**config.mk**
```make
export PLATFORM = sky130hd
export DESIGN_NAME = espresso_mode_and_pid_controller
export DESIGN_NICKNAME = d
export VERILOG_FILES = /design/src/rtl/espc_pkg.sv /design/src/rtl/espc_cfg.sv /design/src/rtl/espc_pid.sv /design/src/rtl/espresso_mode_and_pid_controller.sv
export SDC_FILE = /design/constraint.sdc
export NUM_CORES = 2
export LEC_CHECK = 0
export BUFFER_PORTS_ARGS = -buffer_cell sky130_fd_sc_hd__buf_2
export CORE_ASPECT_RATIO = 1.1
export CORE_MARGIN = 2
export CORE_UTILIZATION = 60
export CTS_BUF_LIST = sky130_fd_sc_hd__clkbuf_16
export DETAILED_ROUTE_END_ITERATION = 16
export PLACE_DENSITY_LB_ADDON = 0.2
export SLEW_MARGIN = 5
export SYNTH_ARGS = -nofsm -noshare
export SYNTH_HDL_FRONTEND = slang
export SYNTH_HIERARCHICAL = 1
export SYNTH_SLANG_ARGS = --single-unit
```
**constraint.sdc**
```tcl
create_clock -name clk -period 43.3 [get_ports clk]
set_input_delay 8.66 -clock clk [delete_from_list [all_inputs] [get_ports clk]]
set_output_delay 8.66 -clock clk [all_outputs]
set_load 0.03 [all_outputs]
```
**src/rtl/espc_pkg.sv**
```systemverilog
// Shared types, widths, register indexes and helpers for the espresso controller.
`timescale 1ns / 1ps

package espc_pkg;

	// Sample and integrator sizing
	localparam int SAMPLE_BITS   = 12;
	localparam int INTEGRAL_BITS = 24;

	// Derived arithmetic widths
	localparam int GAIN_W  = 10;
	localparam int SGAIN_W = GAIN_W + 1;
	localparam int ERR_W   = SAMPLE_BITS + 1;
	localparam int DIFF_W  = ERR_W + 1;
	localparam int SUM_W   = ((INTEGRAL_BITS > ERR_W) ? INTEGRAL_BITS : ERR_W) + 1;
	localparam int P_W     = SGAIN_W + ERR_W;
	localparam int I_W     = SGAIN_W + INTEGRAL_BITS;
	localparam int D_W     = SGAIN_W + DIFF_W;
	localparam int ACC_W   = ((I_W > D_W) ? I_W : D_W) + 2;
	localparam int Q_SHIFT = 8;

	localparam logic signed [ACC_W-1:0] Q_ROUND = ACC_W'((1 << Q_SHIFT) - 1);

	localparam logic signed [SUM_W-1:0] INT_MAX =
		SUM_W'((64'sd1 <<< (INTEGRAL_BITS - 1)) - 64'sd1);
	localparam logic signed [SUM_W-1:0] INT_MIN =
		SUM_W'(-(64'sd1 <<< (INTEGRAL_BITS - 1)));

	// Duty range
	localparam int DUTY_W = 7;
	localparam logic [DUTY_W-1:0] DUTY_MAX = DUTY_W'(100);

	// Operating modes
	localparam int MODE_W = 2;
	localparam logic [MODE_W-1:0] MODE_OFF     = 2'd0;
	localparam logic [MODE_W-1:0] MODE_HEATING = 2'd1;
	localparam logic [MODE_W-1:0] MODE_READY   = 2'd2;
	localparam logic [MODE_W-1:0] MODE_BREWING = 2'd3;

	// Configuration port
	localparam int CFG_W   = (SAMPLE_BITS > GAIN_W) ? SAMPLE_BITS : GAIN_W;
	localparam int CFG_IDX_W = 3;
	localparam logic [CFG_IDX_W-1:0] REG_TEMP_TARGET  = 3'd0;
	localparam logic [CFG_IDX_W-1:0] REG_PRESS_TARGET = 3'd1;
	localparam logic [CFG_IDX_W-1:0] REG_TEMP_KP      = 3'd2;
	localparam logic [CFG_IDX_W-1:0] REG_TEMP_KI      = 3'd3;
	localparam logic [CFG_IDX_W-1:0] REG_TEMP_KD      = 3'd4;
	localparam logic [CFG_IDX_W-1:0] REG_PRESS_KP     = 3'd5;
	localparam logic [CFG_IDX_W-1:0] REG_PRESS_KI     = 3'd6;
	localparam logic [CFG_IDX_W-1:0] REG_PRESS_KD     = 3'd7;

	localparam logic [SAMPLE_BITS-1:0] RST_TEMP_TARGET  = SAMPLE_BITS'(3500);
	localparam logic [SAMPLE_BITS-1:0] RST_PRESS_TARGET = SAMPLE_BITS'(3000);
	localparam logic [GAIN_W-1:0] RST_TEMP_KP  = GAIN_W'(128);
	localparam logic [GAIN_W-1:0] RST_TEMP_KI  = GAIN_W'(51);
	localparam logic [GAIN_W-1:0] RST_TEMP_KD  = GAIN_W'(77);
	localparam logic [GAIN_W-1:0] RST_PRESS_KP = GAIN_W'(154);
	localparam logic [GAIN_W-1:0] RST_PRESS_KI = GAIN_W'(38);
	localparam logic [GAIN_W-1:0] RST_PRESS_KD = GAIN_W'(102);

	typedef struct packed {
		logic [SAMPLE_BITS-1:0] temp_target;
		logic [SAMPLE_BITS-1:0] press_target;
		logic [GAIN_W-1:0]      temp_kp;
		logic [GAIN_W-1:0]      temp_ki;
		logic [GAIN_W-1:0]      temp_kd;
		logic [GAIN_W-1:0]      press_kp;
		logic [GAIN_W-1:0]      press_ki;
		logic [GAIN_W-1:0]      press_kd;
	} cfg_t;

	typedef struct packed {
		logic signed [INTEGRAL_BITS-1:0] integral;
		logic signed [ERR_W-1:0]         last_err;
		logic [DUTY_W-1:0]               duty;
	} pid_res_t;

	// Divide a signed Q8 product by 256, truncating toward zero
	function automatic logic signed [ACC_W-1:0] tz_q8(input logic signed [ACC_W-1:0] p);
		logic signed [ACC_W-1:0] adj;
		adj = p + (p[ACC_W-1] ? Q_ROUND : '0);
		return adj >>> Q_SHIFT;
	endfunction

endpackage

```
**src/rtl/espc_cfg.sv**
```systemverilog
// Configuration register file for setpoints and loop gains.
`timescale 1ns / 1ps

module espc_cfg (
	input  logic                            clk,
	input  logic                            arst_n,
	input  logic                            cfg_we,
	input  logic [espc_pkg::CFG_IDX_W-1:0]  cfg_index,
	input  logic [espc_pkg::CFG_W-1:0]      cfg_data,
	output espc_pkg::cfg_t                  cfg
);

	espc_pkg::cfg_t cfg_q;

	always_ff @(posedge clk or negedge arst_n) begin
		if (!arst_n) begin
			cfg_q.temp_target  <= espc_pkg::RST_TEMP_TARGET;
			cfg_q.press_target <= espc_pkg::RST_PRESS_TARGET;
			cfg_q.temp_kp      <= espc_pkg::RST_TEMP_KP;
			cfg_q.temp_ki      <= espc_pkg::RST_TEMP_KI;
			cfg_q.temp_kd      <= espc_pkg::RST_TEMP_KD;
			cfg_q.press_kp     <= espc_pkg::RST_PRESS_KP;
			cfg_q.press_ki     <= espc_pkg::RST_PRESS_KI;
			cfg_q.press_kd     <= espc_pkg::RST_PRESS_KD;
		end else if (cfg_we) begin
			// drop bits above each register's width
			case (cfg_index)
				espc_pkg::REG_TEMP_TARGET: begin
					cfg_q.temp_target <= cfg_data[espc_pkg::SAMPLE_BITS-1:0];
				end
				espc_pkg::REG_PRESS_TARGET: begin
					cfg_q.press_target <= cfg_data[espc_pkg::SAMPLE_BITS-1:0];
				end
				espc_pkg::REG_TEMP_KP: begin
					cfg_q.temp_kp <= cfg_data[espc_pkg::GAIN_W-1:0];
				end
				espc_pkg::REG_TEMP_KI: begin
					cfg_q.temp_ki <= cfg_data[espc_pkg::GAIN_W-1:0];
				end
				espc_pkg::REG_TEMP_KD: begin
					cfg_q.temp_kd <= cfg_data[espc_pkg::GAIN_W-1:0];
				end
				espc_pkg::REG_PRESS_KP: begin
					cfg_q.press_kp <= cfg_data[espc_pkg::GAIN_W-1:0];
				end
				espc_pkg::REG_PRESS_KI: begin
					cfg_q.press_ki <= cfg_data[espc_pkg::GAIN_W-1:0];
				end
				espc_pkg::REG_PRESS_KD: begin
					cfg_q.press_kd <= cfg_data[espc_pkg::GAIN_W-1:0];
				end
				default: begin
				end
			endcase
		end
	end

	assign cfg = cfg_q;

endmodule

```
**src/rtl/espc_pid.sv**
```systemverilog
// One PID step: error, saturating integral, three Q2.8 terms and duty clamp.
`timescale 1ns / 1ps

module espc_pid (
	input  logic [espc_pkg::SAMPLE_BITS-1:0]          target,
	input  logic [espc_pkg::SAMPLE_BITS-1:0]          sample,
	input  logic [espc_pkg::GAIN_W-1:0]               kp,
	input  logic [espc_pkg::GAIN_W-1:0]               ki,
	input  logic [espc_pkg::GAIN_W-1:0]               kd,
	input  logic signed [espc_pkg::INTEGRAL_BITS-1:0] integral,
	input  logic signed [espc_pkg::ERR_W-1:0]         last_err,
	output espc_pkg::pid_res_t                        res
);

	logic signed [espc_pkg::ERR_W-1:0]         err;
	logic signed [espc_pkg::SUM_W-1:0]         sum;
	logic signed [espc_pkg::INTEGRAL_BITS-1:0] new_int;
	logic signed [espc_pkg::DIFF_W-1:0]        diff;
	logic signed [espc_pkg::P_W-1:0]           p_prod;
	logic signed [espc_pkg::I_W-1:0]           i_prod;
	logic signed [espc_pkg::D_W-1:0]           d_prod;
	logic signed [espc_pkg::ACC_W-1:0]         u;

	always_comb begin
		err = $signed({1'b0, target}) - $signed({1'b0, sample});
		sum = espc_pkg::SUM_W'(integral) + espc_pkg::SUM_W'(err);
		if (sum > espc_pkg::INT_MAX) begin
			new_int = espc_pkg::INT_MAX[espc_pkg::INTEGRAL_BITS-1:0];
		end else if (sum < espc_pkg::INT_MIN) begin
			new_int = espc_pkg::INT_MIN[espc_pkg::INTEGRAL_BITS-1:0];
		end else begin
			new_int = sum[espc_pkg::INTEGRAL_BITS-1:0];
		end
		diff = espc_pkg::DIFF_W'(err) - espc_pkg::DIFF_W'(last_err);

		p_prod = $signed({1'b0, kp}) * err;
		i_prod = $signed({1'b0, ki}) * new_int;
		d_prod = $signed({1'b0, kd}) * diff;

		u = espc_pkg::tz_q8(espc_pkg::ACC_W'(p_prod))
		  + espc_pkg::tz_q8(espc_pkg::ACC_W'(i_prod))
		  + espc_pkg::tz_q8(espc_pkg::ACC_W'(d_prod));

		res.integral = new_int;
		res.last_err = err;
		if (u < 0) begin
			res.duty = '0;
		end else if (u > $signed(espc_pkg::ACC_W'(espc_pkg::DUTY_MAX))) begin
			res.duty = espc_pkg::DUTY_MAX;
		end else begin
			res.duty = u[espc_pkg::DUTY_W-1:0];
		end
	end

endmodule

```
**src/rtl/espresso_mode_and_pid_controller.sv**
```systemverilog
// Top level of the espresso mode controller with temperature and pressure PID loops.
`timescale 1ns / 1ps

// Espresso machine controller. Each transfer on the input channel is one control
// tick carrying the power and brew button levels and one temperature and one
// pressure sample; each tick yields exactly one transfer on the output channel
// with the heater and pump duties (percent, 0..100), the two LEDs and the mode
// after the tick (0 off, 1 heating, 2 ready, 3 brewing). A button counts as
// pressed on the tick its level falls from 1 to 0. The power button toggles
// OFF/on, heating moves to READY once the temperature reaches its setpoint, and
// the brew button toggles READY/BREWING. The temperature loop runs on every tick
// that starts outside OFF, and the heater reads zero on any tick that starts or
// ends in OFF; the pressure loop runs only on ticks that start and end in
// BREWING. Throughput is one tick per clock while results are taken: a tick is
// held in the input register while both PID datapaths (three multipliers each)
// and the mode logic evaluate, then lands in the output register. The input
// side keeps accepting while a result waits to be taken, stalling only when
// both stages are full.
// Setpoints and gains are written through the configuration port (index 0..7,
// no read-back) and must only be changed while no tick is in flight.

module espresso_mode_and_pid_controller (
	input  logic                                  clk,
	input  logic                                  arst_n,
	// input channel
	input  logic                                  in_valid,
	output logic                                  in_ready,
	input  logic                                  onoff_button,
	input  logic                                  brew_button,
	input  logic [espc_pkg::SAMPLE_BITS-1:0]      temp_sample,
	input  logic [espc_pkg::SAMPLE_BITS-1:0]      press_sample,
	// output channel
	output logic                                  out_valid,
	input  logic                                  out_ready,
	output logic [espc_pkg::DUTY_W-1:0]           heater_duty,
	output logic [espc_pkg::DUTY_W-1:0]           pump_duty,
	output logic                                  power_led,
	output logic                                  ready_lamp,
	output logic [espc_pkg::MODE_W-1:0]           mode,
	// configuration
	input  logic                                  cfg_we,
	input  logic [espc_pkg::CFG_IDX_W-1:0]        cfg_index,
	input  logic [espc_pkg::CFG_W-1:0]            cfg_data
);

	espc_pkg::cfg_t cfg;

	// Input register stage
	logic                                valid_s1;
	logic                                onoff_s1;
	logic                                brew_s1;
	logic [espc_pkg::SAMPLE_BITS-1:0]    temp_s1;
	logic [espc_pkg::SAMPLE_BITS-1:0]    press_s1;

	// Controller state
	logic [espc_pkg::MODE_W-1:0]         mode_q;
	logic                                onoff_held_q;
	logic                                brew_held_q;
	logic signed [espc_pkg::INTEGRAL_BITS-1:0] temp_int_q;
	logic signed [espc_pkg::ERR_W-1:0]   temp_err_q;
	logic signed [espc_pkg::INTEGRAL_BITS-1:0] press_int_q;
	logic signed [espc_pkg::ERR_W-1:0]   press_err_q;
	logic [espc_pkg::DUTY_W-1:0]         pump_q;

	// Output register
	logic                                out_valid_q;
	logic [espc_pkg::DUTY_W-1:0]         heater_out_q;
	logic [espc_pkg::DUTY_W-1:0]         pump_out_q;
	logic [espc_pkg::MODE_W-1:0]         mode_out_q;

	// Tick evaluation
	logic                                advance;
	logic                                onoff_press;
	logic                                brew_press;
	logic [espc_pkg::MODE_W-1:0]         next_mode;
	logic                                temp_run;
	logic                                press_run;
	logic                                leave_brew;
	logic [espc_pkg::DUTY_W-1:0]         heater_val;
	logic [espc_pkg::DUTY_W-1:0]         pump_val;
	espc_pkg::pid_res_t                  temp_res;
	espc_pkg::pid_res_t                  press_res;

	espc_cfg u_cfg (
		.clk       (clk),
		.arst_n    (arst_n),
		.cfg_we    (cfg_we),
		.cfg_index (cfg_index),
		.cfg_data  (cfg_data),
		.cfg       (cfg)
	);

	espc_pid u_temp_pid (
		.target   (cfg.temp_target),
		.sample   (temp_s1),
		.kp       (cfg.temp_kp),
		.ki       (cfg.temp_ki),
		.kd       (cfg.temp_kd),
		.integral (temp_int_q),
		.last_err (temp_err_q),
		.res      (temp_res)
	);

	espc_pid u_press_pid (
		.target   (cfg.press_target),
		.sample   (press_s1),
		.kp       (cfg.press_kp),
		.ki       (cfg.press_ki),
		.kd       (cfg.press_kd),
		.integral (press_int_q),
		.last_err (press_err_q),
		.res      (press_res)
	);

	// Advance the held tick whenever the output register is empty or being drained
	assign advance  = valid_s1 && (!out_valid_q || out_ready);
	assign in_ready = !valid_s1 || advance;

	// Release detection on the held levels from the previous tick
	assign onoff_press = onoff_held_q && !onoff_s1;
	assign brew_press  = brew_held_q && !brew_s1;

	always_comb begin
		next_mode = mode_q;
		case (mode_q)
			espc_pkg::MODE_OFF: begin
				if (onoff_press) next_mode = espc_pkg::MODE_HEATING;
			end
			espc_pkg::MODE_HEATING: begin
				if (onoff_press) next_mode = espc_pkg::MODE_OFF;
				else if (temp_s1 >= cfg.temp_target) next_mode = espc_pkg::MODE_READY;
			end
			espc_pkg::MODE_READY: begin
				if (onoff_press) next_mode = espc_pkg::MODE_OFF;
				else if (brew_press) next_mode = espc_pkg::MODE_BREWING;
			end
			espc_pkg::MODE_BREWING: begin
				if (onoff_press) next_mode = espc_pkg::MODE_OFF;
				else if (brew_press) next_mode = espc_pkg::MODE_READY;
			end
			default: begin
				next_mode = mode_q;
			end
		endcase
	end

	// Temperature loop runs on any tick that starts switched on; the heater is
	// held at zero on the turn-on tick and on any tick that ends in OFF.
	assign temp_run   = (mode_q != espc_pkg::MODE_OFF);
	assign heater_val = (temp_run && (next_mode != espc_pkg::MODE_OFF)) ?
	                    temp_res.duty : '0;

	// Pressure loop only while brewing throughout the tick; leaving brewing zeroes the pump
	assign press_run  = (mode_q == espc_pkg::MODE_BREWING) &&
	                    (next_mode == espc_pkg::MODE_BREWING);
	assign leave_brew = (mode_q == espc_pkg::MODE_BREWING) &&
	                    (next_mode != espc_pkg::MODE_BREWING);
	assign pump_val   = press_run ? press_res.duty : (leave_brew ? '0 : pump_q);

	// Input register: take a new transfer whenever the stage is free or moving on
	always_ff @(posedge clk or negedge arst_n) begin
		if (!arst_n) begin
			valid_s1 <= 1'b0;
		end else if (in_ready) begin
			valid_s1 <= in_valid;
		end
	end

	always_ff @(posedge clk) begin
		if (in_ready && in_valid) begin
			onoff_s1 <= onoff_button;
			brew_s1  <= brew_button;
			temp_s1  <= temp_sample;
			press_s1 <= press_sample;
		end
	end

	// Controller state: commit the tick as it moves into the output register
	always_ff @(posedge clk or negedge arst_n) begin
		if (!arst_n) begin
			mode_q       <= espc_pkg::MODE_OFF;
			onoff_held_q <= 1'b0;
			brew_held_q  <= 1'b0;
			temp_int_q   <= '0;
			temp_err_q   <= '0;
			press_int_q  <= '0;
			press_err_q  <= '0;
			pump_q       <= '0;
		end else if (advance) begin
			mode_q       <= next_mode;
			onoff_held_q <= onoff_s1;
			brew_held_q  <= brew_s1;
			pump_q       <= pump_val;
			if (temp_run) begin
				temp_int_q <= temp_res.integral;
				temp_err_q <= temp_res.last_err;
			end
			if (press_run) begin
				press_int_q <= press_res.integral;
				press_err_q <= press_res.last_err;
			end
		end
	end

	// Output register
	always_ff @(posedge clk or negedge arst_n) begin
		if (!arst_n) begin
			out_valid_q <= 1'b0;
		end else if (advance) begin
			out_valid_q <= 1'b1;
		end else if (out_ready) begin
			out_valid_q <= 1'b0;
		end
	end

	always_ff @(posedge clk) begin
		if (advance) begin
			heater_out_q <= heater_val;
			pump_out_q   <= pump_val;
			mode_out_q   <= next_mode;
		end
	end

	assign out_valid   = out_valid_q;
	assign heater_duty = heater_out_q;
	assign pump_duty   = pump_out_q;
	assign mode        = mode_out_q;
	assign power_led   = (mode_out_q != espc_pkg::MODE_OFF);
	assign ready_lamp  = (mode_out_q == espc_pkg::MODE_READY) ||
	                     (mode_out_q == espc_pkg::MODE_BREWING);

endmodule

```
## Word-level counts from Yosys, hierarchy flattened

Index checks and enable logic that the tools add are counted.

| operators by class | value |
|---|---|
| add/sub/neg operators | 16 |
| multiply operators | 6 |
| order comparisons | 9 |
| eq/ne operators | 14 |
| muxes and demuxes | 25 |
| bitwise gates (word level) | 1 |
| reductions and logical operators | 32 |

Operator list:

| cell | number |
|---|---|
| 24-bit 2-to-1 mux | 4 |
| 37-bit by 8-bit greater-than comparator with 1-bit output (second input constant) | 2 |
| 37-bit by 1-bit < comparator with 1-bit output (second input constant) | 2 |
| 35-bit by 9-bit adder with 36-bit output | 2 |
| 11-bit by 24-bit multiplier with 35-bit output | 2 |
| 29-bit by 18-bit adder with 30-bit output | 2 |
| 17-bit by 28-bit adder with 29-bit output | 2 |
| 25-bit by 9-bit adder with 26-bit output | 2 |
| 24-bit by 13-bit adder with 25-bit output | 2 |
| 24-bit by 9-bit adder with 25-bit output | 2 |
| 25-bit by 24-bit greater-than comparator with 1-bit output (second input constant) | 2 |
| 25-bit by 24-bit < comparator with 1-bit output (second input constant) | 2 |
| 11-bit by 14-bit multiplier with 25-bit output | 2 |
| 11-bit by 13-bit multiplier with 24-bit output | 2 |
| 8-bit 2-to-1 mux | 6 |
| 7-bit 2-to-1 mux | 5 |
| 13-bit by 13-bit subtractor with 14-bit output | 2 |
| 12-bit by 12-bit subtractor with 13-bit output | 2 |
| 2-bit AND reduction | 10 |
| 2-bit 2-to-1 mux | 7 |
| 3-bit equality test (second input constant) | 4 |
| 12-bit greater-or-equal comparator | 1 |
| 2-bit equality test (second input constant) | 5 |
| 2-bit case mux with 4 select lines | 1 |
| other kinds (14) | 30 |

| word-level totals | value |
|---|---|
| register bits after elaboration | 213 |
| bits of input ports | 46 |
| output and inout bits | 20 |
| logic and storage cells | 129 |

## Logic depth before layout (Yosys ltp)

| logic depth | value |
|---|---|
| word-level depth | 14 |
| gate-level depth with buffers | 75 |
| gate-level depth less buffers | 71 |

## By module

Netlist, hierarchy kept.

By module, submodules not included:

| module | times used | cells an instance | area each (µm²) | seq. area each (µm²) |
|---|---|---|---|---|
| espc_pid at u_press_pid | 1 | 3103 | 25670.9 | 0.0 |
| espc_pid at u_temp_pid | 1 | 3048 | 25486.9 | 0.0 |
| espresso_mode_and_pid_controller | 1 | 305 | 5024.8 | 3438.3 |
| espc_cfg | 1 | 183 | 3250.6 | 2144.6 |

## Worst setup path after synthesis

OpenSTA, ideal clock, no wires.

| timing | value |
|---|---|
| kind | input to output |
| from | input out_ready |
| to | output in_ready |
| arrival time | 9.006 ns |
| data required time | 34.640 ns |
| slack | 25.634 ns |
| stages on the path | 1 |
| buffers on the path | 0 |
| cells stage by stage | nand3b_1 |

| between the ends | value |
|---|---|
| word-level cells in the longest chain between the ends | 3 |

RTL lines:

| what | RTL line | source |
|---|---|---|
| start: declaration | espresso_mode_and_pid_controller.sv:34 | `input logic out_ready,` |
| 1-bit logical OR | espresso_mode_and_pid_controller.sv:116 | `assign advance = valid_s1 && (!out_valid_q \|\| out_ready);` |
| 1-bit logical AND | espresso_mode_and_pid_controller.sv:116 |  |
| 1-bit logical OR | espresso_mode_and_pid_controller.sv:117 | `assign in_ready = !valid_s1 \|\| advance;` |
| end: declaration | espresso_mode_and_pid_controller.sv:27 | `output logic in_ready,` |

Every way passes these cells.

==> flow_summary.html <==
<table>
<tr><th>Metric</th><th>Value</th></tr>
<tr><th colspan="2">Floorplanning</th></tr>
<tr><td>Die width</td><td>304 um</td></tr>
<tr><td>Core Box Area</td><td>98600 sq um</td></tr>
<tr><td>Height of the die</td><td>334 um</td></tr>
<tr><td>Count of boundary I/O pins</td><td>66</td></tr>
<tr><td>Overall die area</td><td>102000 sq um</td></tr>
<tr><td>Effective utilization at floorplan</td><td>60.3%</td></tr>
<tr><td># rows</td><td>121</td></tr>
<tr><th colspan="2">Synthesis</th></tr>
<tr><td>Post-synthesis cell area</td><td>59400 sq um</td></tr>
<tr><td>Yosys warnings</td><td>6</td></tr>
<tr><td>Most numerous cell types in the synthesized netlist</td><td>1275 x inv_1, 982 x fa_1, 689 x nand2_1</td></tr>
<tr><td>Share of synthesized registers carrying an async set or reset</td><td>80.3%</td></tr>
<tr><td>Top cells by area, synth</td><td>fa_1 33%, ha_1 12%, inv_1 8.1%</td></tr>
<tr><td>Post-Syn Nets</td><td>8245</td></tr>
<tr><td>Number of instances in the synthesized netlist</td><td>6639</td></tr>
<tr><td>Unique cell type count in the Yosys netlist</td><td>117</td></tr>
<tr><td>FF+latch count, synth</td><td>213</td></tr>
<tr><td>Mean cell area of the mapped netlist</td><td>8.95 sq um</td></tr>
<tr><td>Share of the yosys chip area belonging to registers</td><td>9.39%</td></tr>
<tr><td>Most common cell in the synthesized netlist</td><td>inv_1</td></tr>
<tr><td>Most area-hungry cell type in the Yosys netlist</td><td>fa_1</td></tr>
<tr><td>Dominant synthesized flop cell</td><td>dfrtp_1</td></tr>
<tr><td>Post-synth EDFFs</td><td>42</td></tr>
<tr><td>Top-area cell type share of the netlist area</td><td>33.1%</td></tr>
<tr><th colspan="2">Clock network</th></tr>
<tr><td>Post-CTS setup buffers</td><td>0</td></tr>
<tr><td>Clock Pin Slew Worst Setup and Hold Paths</td><td>0.06 ns</td></tr>
<tr><td>Number of hold buffers added after cts</td><td>0</td></tr>
<tr><td>CTS H-tree lvls</td><td>1</td></tr>
<tr><td>Number of buffers created by CTS</td><td>28</td></tr>
<tr><td>TritonCTS Sinks</td><td>213</td></tr>
<tr><td>TritonCTS clock tree</td><td>done</td></tr>
<tr><td>Latest clock arrival within the worst-skew pair</td><td>0.63 ns</td></tr>
<tr><td>Cell chosen for the clock root</td><td>clkbuf_16</td></tr>
<tr><td>Post-cts resize count</td><td>0</td></tr>
<tr><td>CTS max path bufs</td><td>3</td></tr>
<tr><th colspan="2">Final layout</th></tr>
<tr><td>Layout cell share with drive strength beyond 1</td><td>6.99%</td></tr>
<tr><td>Fill cells</td><td>8444</td></tr>
<tr><td>Growth of design area from synthesis to finish</td><td>4.30%</td></tr>
<tr><td>Footprint of the flip-flops and latches</td><td>5580 sq um</td></tr>
<tr><td>Net count of the finished layout</td><td>8198</td></tr>
<tr><td>Area of the multi-input gates</td><td>48100 sq um</td></tr>
<tr><th colspan="2">Global routing</th></tr>
<tr><td>First-pass GRT wire length</td><td>245 mm</td></tr>
<tr><td>Leftover overflow at the end of global routing</td><td>0</td></tr>
<tr><td>Maximum number of pins on one net before global-route repair</td><td>74</td></tr>
<tr><td>Gr usage total</td><td>29.7%</td></tr>
<tr><td>Via count of the first global-routing pass</td><td>47.4k</td></tr>
<tr><td>Number of antenna violations at the first check in global routing</td><td>8</td></tr>
<tr><th colspan="2">Route</th></tr>
<tr><td>Number of detailed-routing iterations run before antenna repair</td><td>6</td></tr>
<tr><td>Final routed DRC violation total</td><td>0</td></tr>
<tr><td>Initial detailed-routing violation count</td><td>2368</td></tr>
<tr><td>Mean number of vias per cell</td><td>5.71</td></tr>
<tr><td>Number of vias after detailed routing</td><td>45.1k</td></tr>
<tr><td>Post-route antenna net violation count</td><td>0</td></tr>
<tr><td>Routed length per instance</td><td>18.6 um</td></tr>
<tr><td>Total wirelength of the detailed-routed design</td><td>147 mm</td></tr>
<tr><th colspan="2">Critical path</th></tr>
<tr><td>Critical Path End Type</td><td>register</td></tr>
<tr><td>Largest stage delay, worst path</td><td>0.92 ns</td></tr>
<tr><td>Critical path startpoint category</td><td>register</td></tr>
<tr><td>Critical Path RT</td><td>43.81 ns</td></tr>
<tr><td>Largest fanout on the critical path</td><td>28</td></tr>
<tr><td>Critical path's slowest cell</td><td>o21ai_0</td></tr>
<tr><td>Library cell appearing most often on the critical path</td><td>o21ai_0</td></tr>
<tr><td>CP arrival</td><td>19.13 ns</td></tr>
<tr><td>Crit Path Class</td><td>register to register</td></tr>
<tr><th colspan="2">STA</th></tr>
<tr><td>Part of the cycle the worst path needs</td><td>43.0%</td></tr>
<tr><td>Final-report hold violation count</td><td>0</td></tr>
<tr><td>Slew at the pin closest to its max-slew limit</td><td>1.27 ns</td></tr>
<tr><td>Setup-failing EPs final</td><td>0</td></tr>
<tr><td>Post-route setup TNS</td><td>0 ns</td></tr>
<tr><td>Setup clock skew after layout</td><td>0.0574 ns</td></tr>
<tr><td>Max-slew headroom</td><td>15.0%</td></tr>
<tr><td>Max Slew Vio Count</td><td>0</td></tr>
<tr><td>Setup repair after global routing missed its margin</td><td>false</td></tr>
<tr><td>Maximum operating frequency</td><td>0.0537 GHz</td></tr>
<tr><td>Min Clock Period, post-route</td><td>18.62 ns</td></tr>
<tr><th colspan="2">Run</th></tr>
<tr><td>Max Cap Violations</td><td>0</td></tr>
<tr><th colspan="2">Status</th></tr>
<tr><td>Result of the run</td><td>completed</td></tr>
<tr><th colspan="2">Min path</th></tr>
<tr><td>Class of the tightest hold or removal check</td><td>register to register</td></tr>
<tr><th colspan="2">Place</th></tr>
<tr><td>Estimated wirelength of the detail-placed design</td><td>121 mm</td></tr>
<tr><td>Total of buffers placed on input and output ports</td><td>65</td></tr>
<tr><td>Last weighted congestion value of the routability-driven placer</td><td>0.946</td></tr>
</table>
[per-stage QoR]
step / worst slack, ns / hold WS, ns / util [%] / cells / cell area [sq um]
finish: 24.68 / 0.493 / 62.9 / 7908 / 62000
floorplan: 25.63 / 0.457 / - / 6639 / 59400
CTS: 24.59 / 0.493 / 62.9 / 7905 / 62000
global placement: 25.22 / 0.466 / 61.9 / 7853 / 61000
detailed placement: 24.67 / 0.479 / 61.9 / 7853 / 61000
global route: 23.30 / 0.515 / 62.9 / 7907 / 62000
[kinds of logic (layout without fill, tap and decap cells)]
| family | after synthesis | after routing | share of synthesized area, % |
|---|---|---|---|
| DFF | 213 | 213 | 9.39 |
| AOI/OAI and AO/OA | 943 | 943 | 10.4 |
| buffers and inverters | 1487 | 1462 | 9.65 |
| and+or+nand+nor | 1887 | 1887 | 16.5 |
| muxes | 189 | 189 | 3.55 |
| other | 0 | 3 | 0 |
| adders and majority gates | 1563 | 1563 | 45.3 |
| xor gates and xnor gates | 357 | 357 | 5.28 |
[sequential cells by signal (all words and copies together) (netlist names), 2 cells and up]
register     cells
temp_s1         12
mode             2
temp_int_q      24
u_cfg/cfg       84
press_err_q     13
press_s1        12
heater_duty      7
press_int_q     24
temp_err_q      13
mode_q           2
pump_q           7
pump_duty        7
[worst paths after layout]
check / from / end / slack [ns] / cells after the start
max: u_cfg/cfg[60] / pump_q[5] / 24.68 / 68
min: press_err_q[7] / press_err_q[7] / 0.49 / 1
max reg2reg: u_cfg/cfg[60] / pump_q[5] / 24.68 / 68
min reg2reg: press_err_q[7] / press_err_q[7] / 0.49 / 1
max in group asynchronous: arst_n / u_cfg/cfg[81] / 33.20 / 3
min in group asynchronous: arst_n / pump_q[2] / 8.00 / 1
[cell type report]
class | instances | area share [%]
antenna | 3 | 0.0121
clock buffer | 29 | 1.17
timing repair buffer | 134 | 1.37
inverter | 1276 | 7.73
tap | 1291 | 2.61
sequential | 213 | 9.01
multi-input combinational | 4939 | 77.7
clock inverter | 23 | 0.434
[cell usage in the layout, fill, tap and decap left out, types with 34 or more instances in the layout]
cell type  count
a21o_1       107
nand3_1       66
buf_2         64
o21a_1        54
xnor2_1      238
buf_4         69
dfstp_2       34
mux2_2       169
nand2b_1      41
fa_1         982
xor2_1       118
nor2_1       185
a21oi_1      269
ha_1         578
nor3_1        58
inv_1       1276
nand4_1       35
o21bai_1      34
nand2_1      689
and2_1       496
dfrtp_1      137
edfxtp_1      42
nor2b_1      103
and3_1        41
o21ai_0      177
[per-layer routing]
layer  wire length, um  vias up  global-route usage [%]  part of all wire (%)
li1                  -    21060                       -                     -
met1             61200    22729                    38.1                    42
met2             74000     1107                    52.6                    50
met3              6680      243                    2.95                   4.5
met4              5160       10                    9.98                   3.5
met5                65        -                       0                 0.044
[critical path: cells and delay by family, from the launching register on]
kind	cells	cell delay, ns
AO/OA/AOI/OAI	27	7.04
XOR/XNOR	2	0.85
adder cells (fa/ha/maj)	13	5.38
buffers and inverters	9	1.04
flip-flops	1	0.35
multiplexers	2	0.44
AND/OR/NAND/NOR	15	3.40
Power is not shown: default switching activity piles up to over one toggle a cycle in this logic, so the estimate is an artifact.
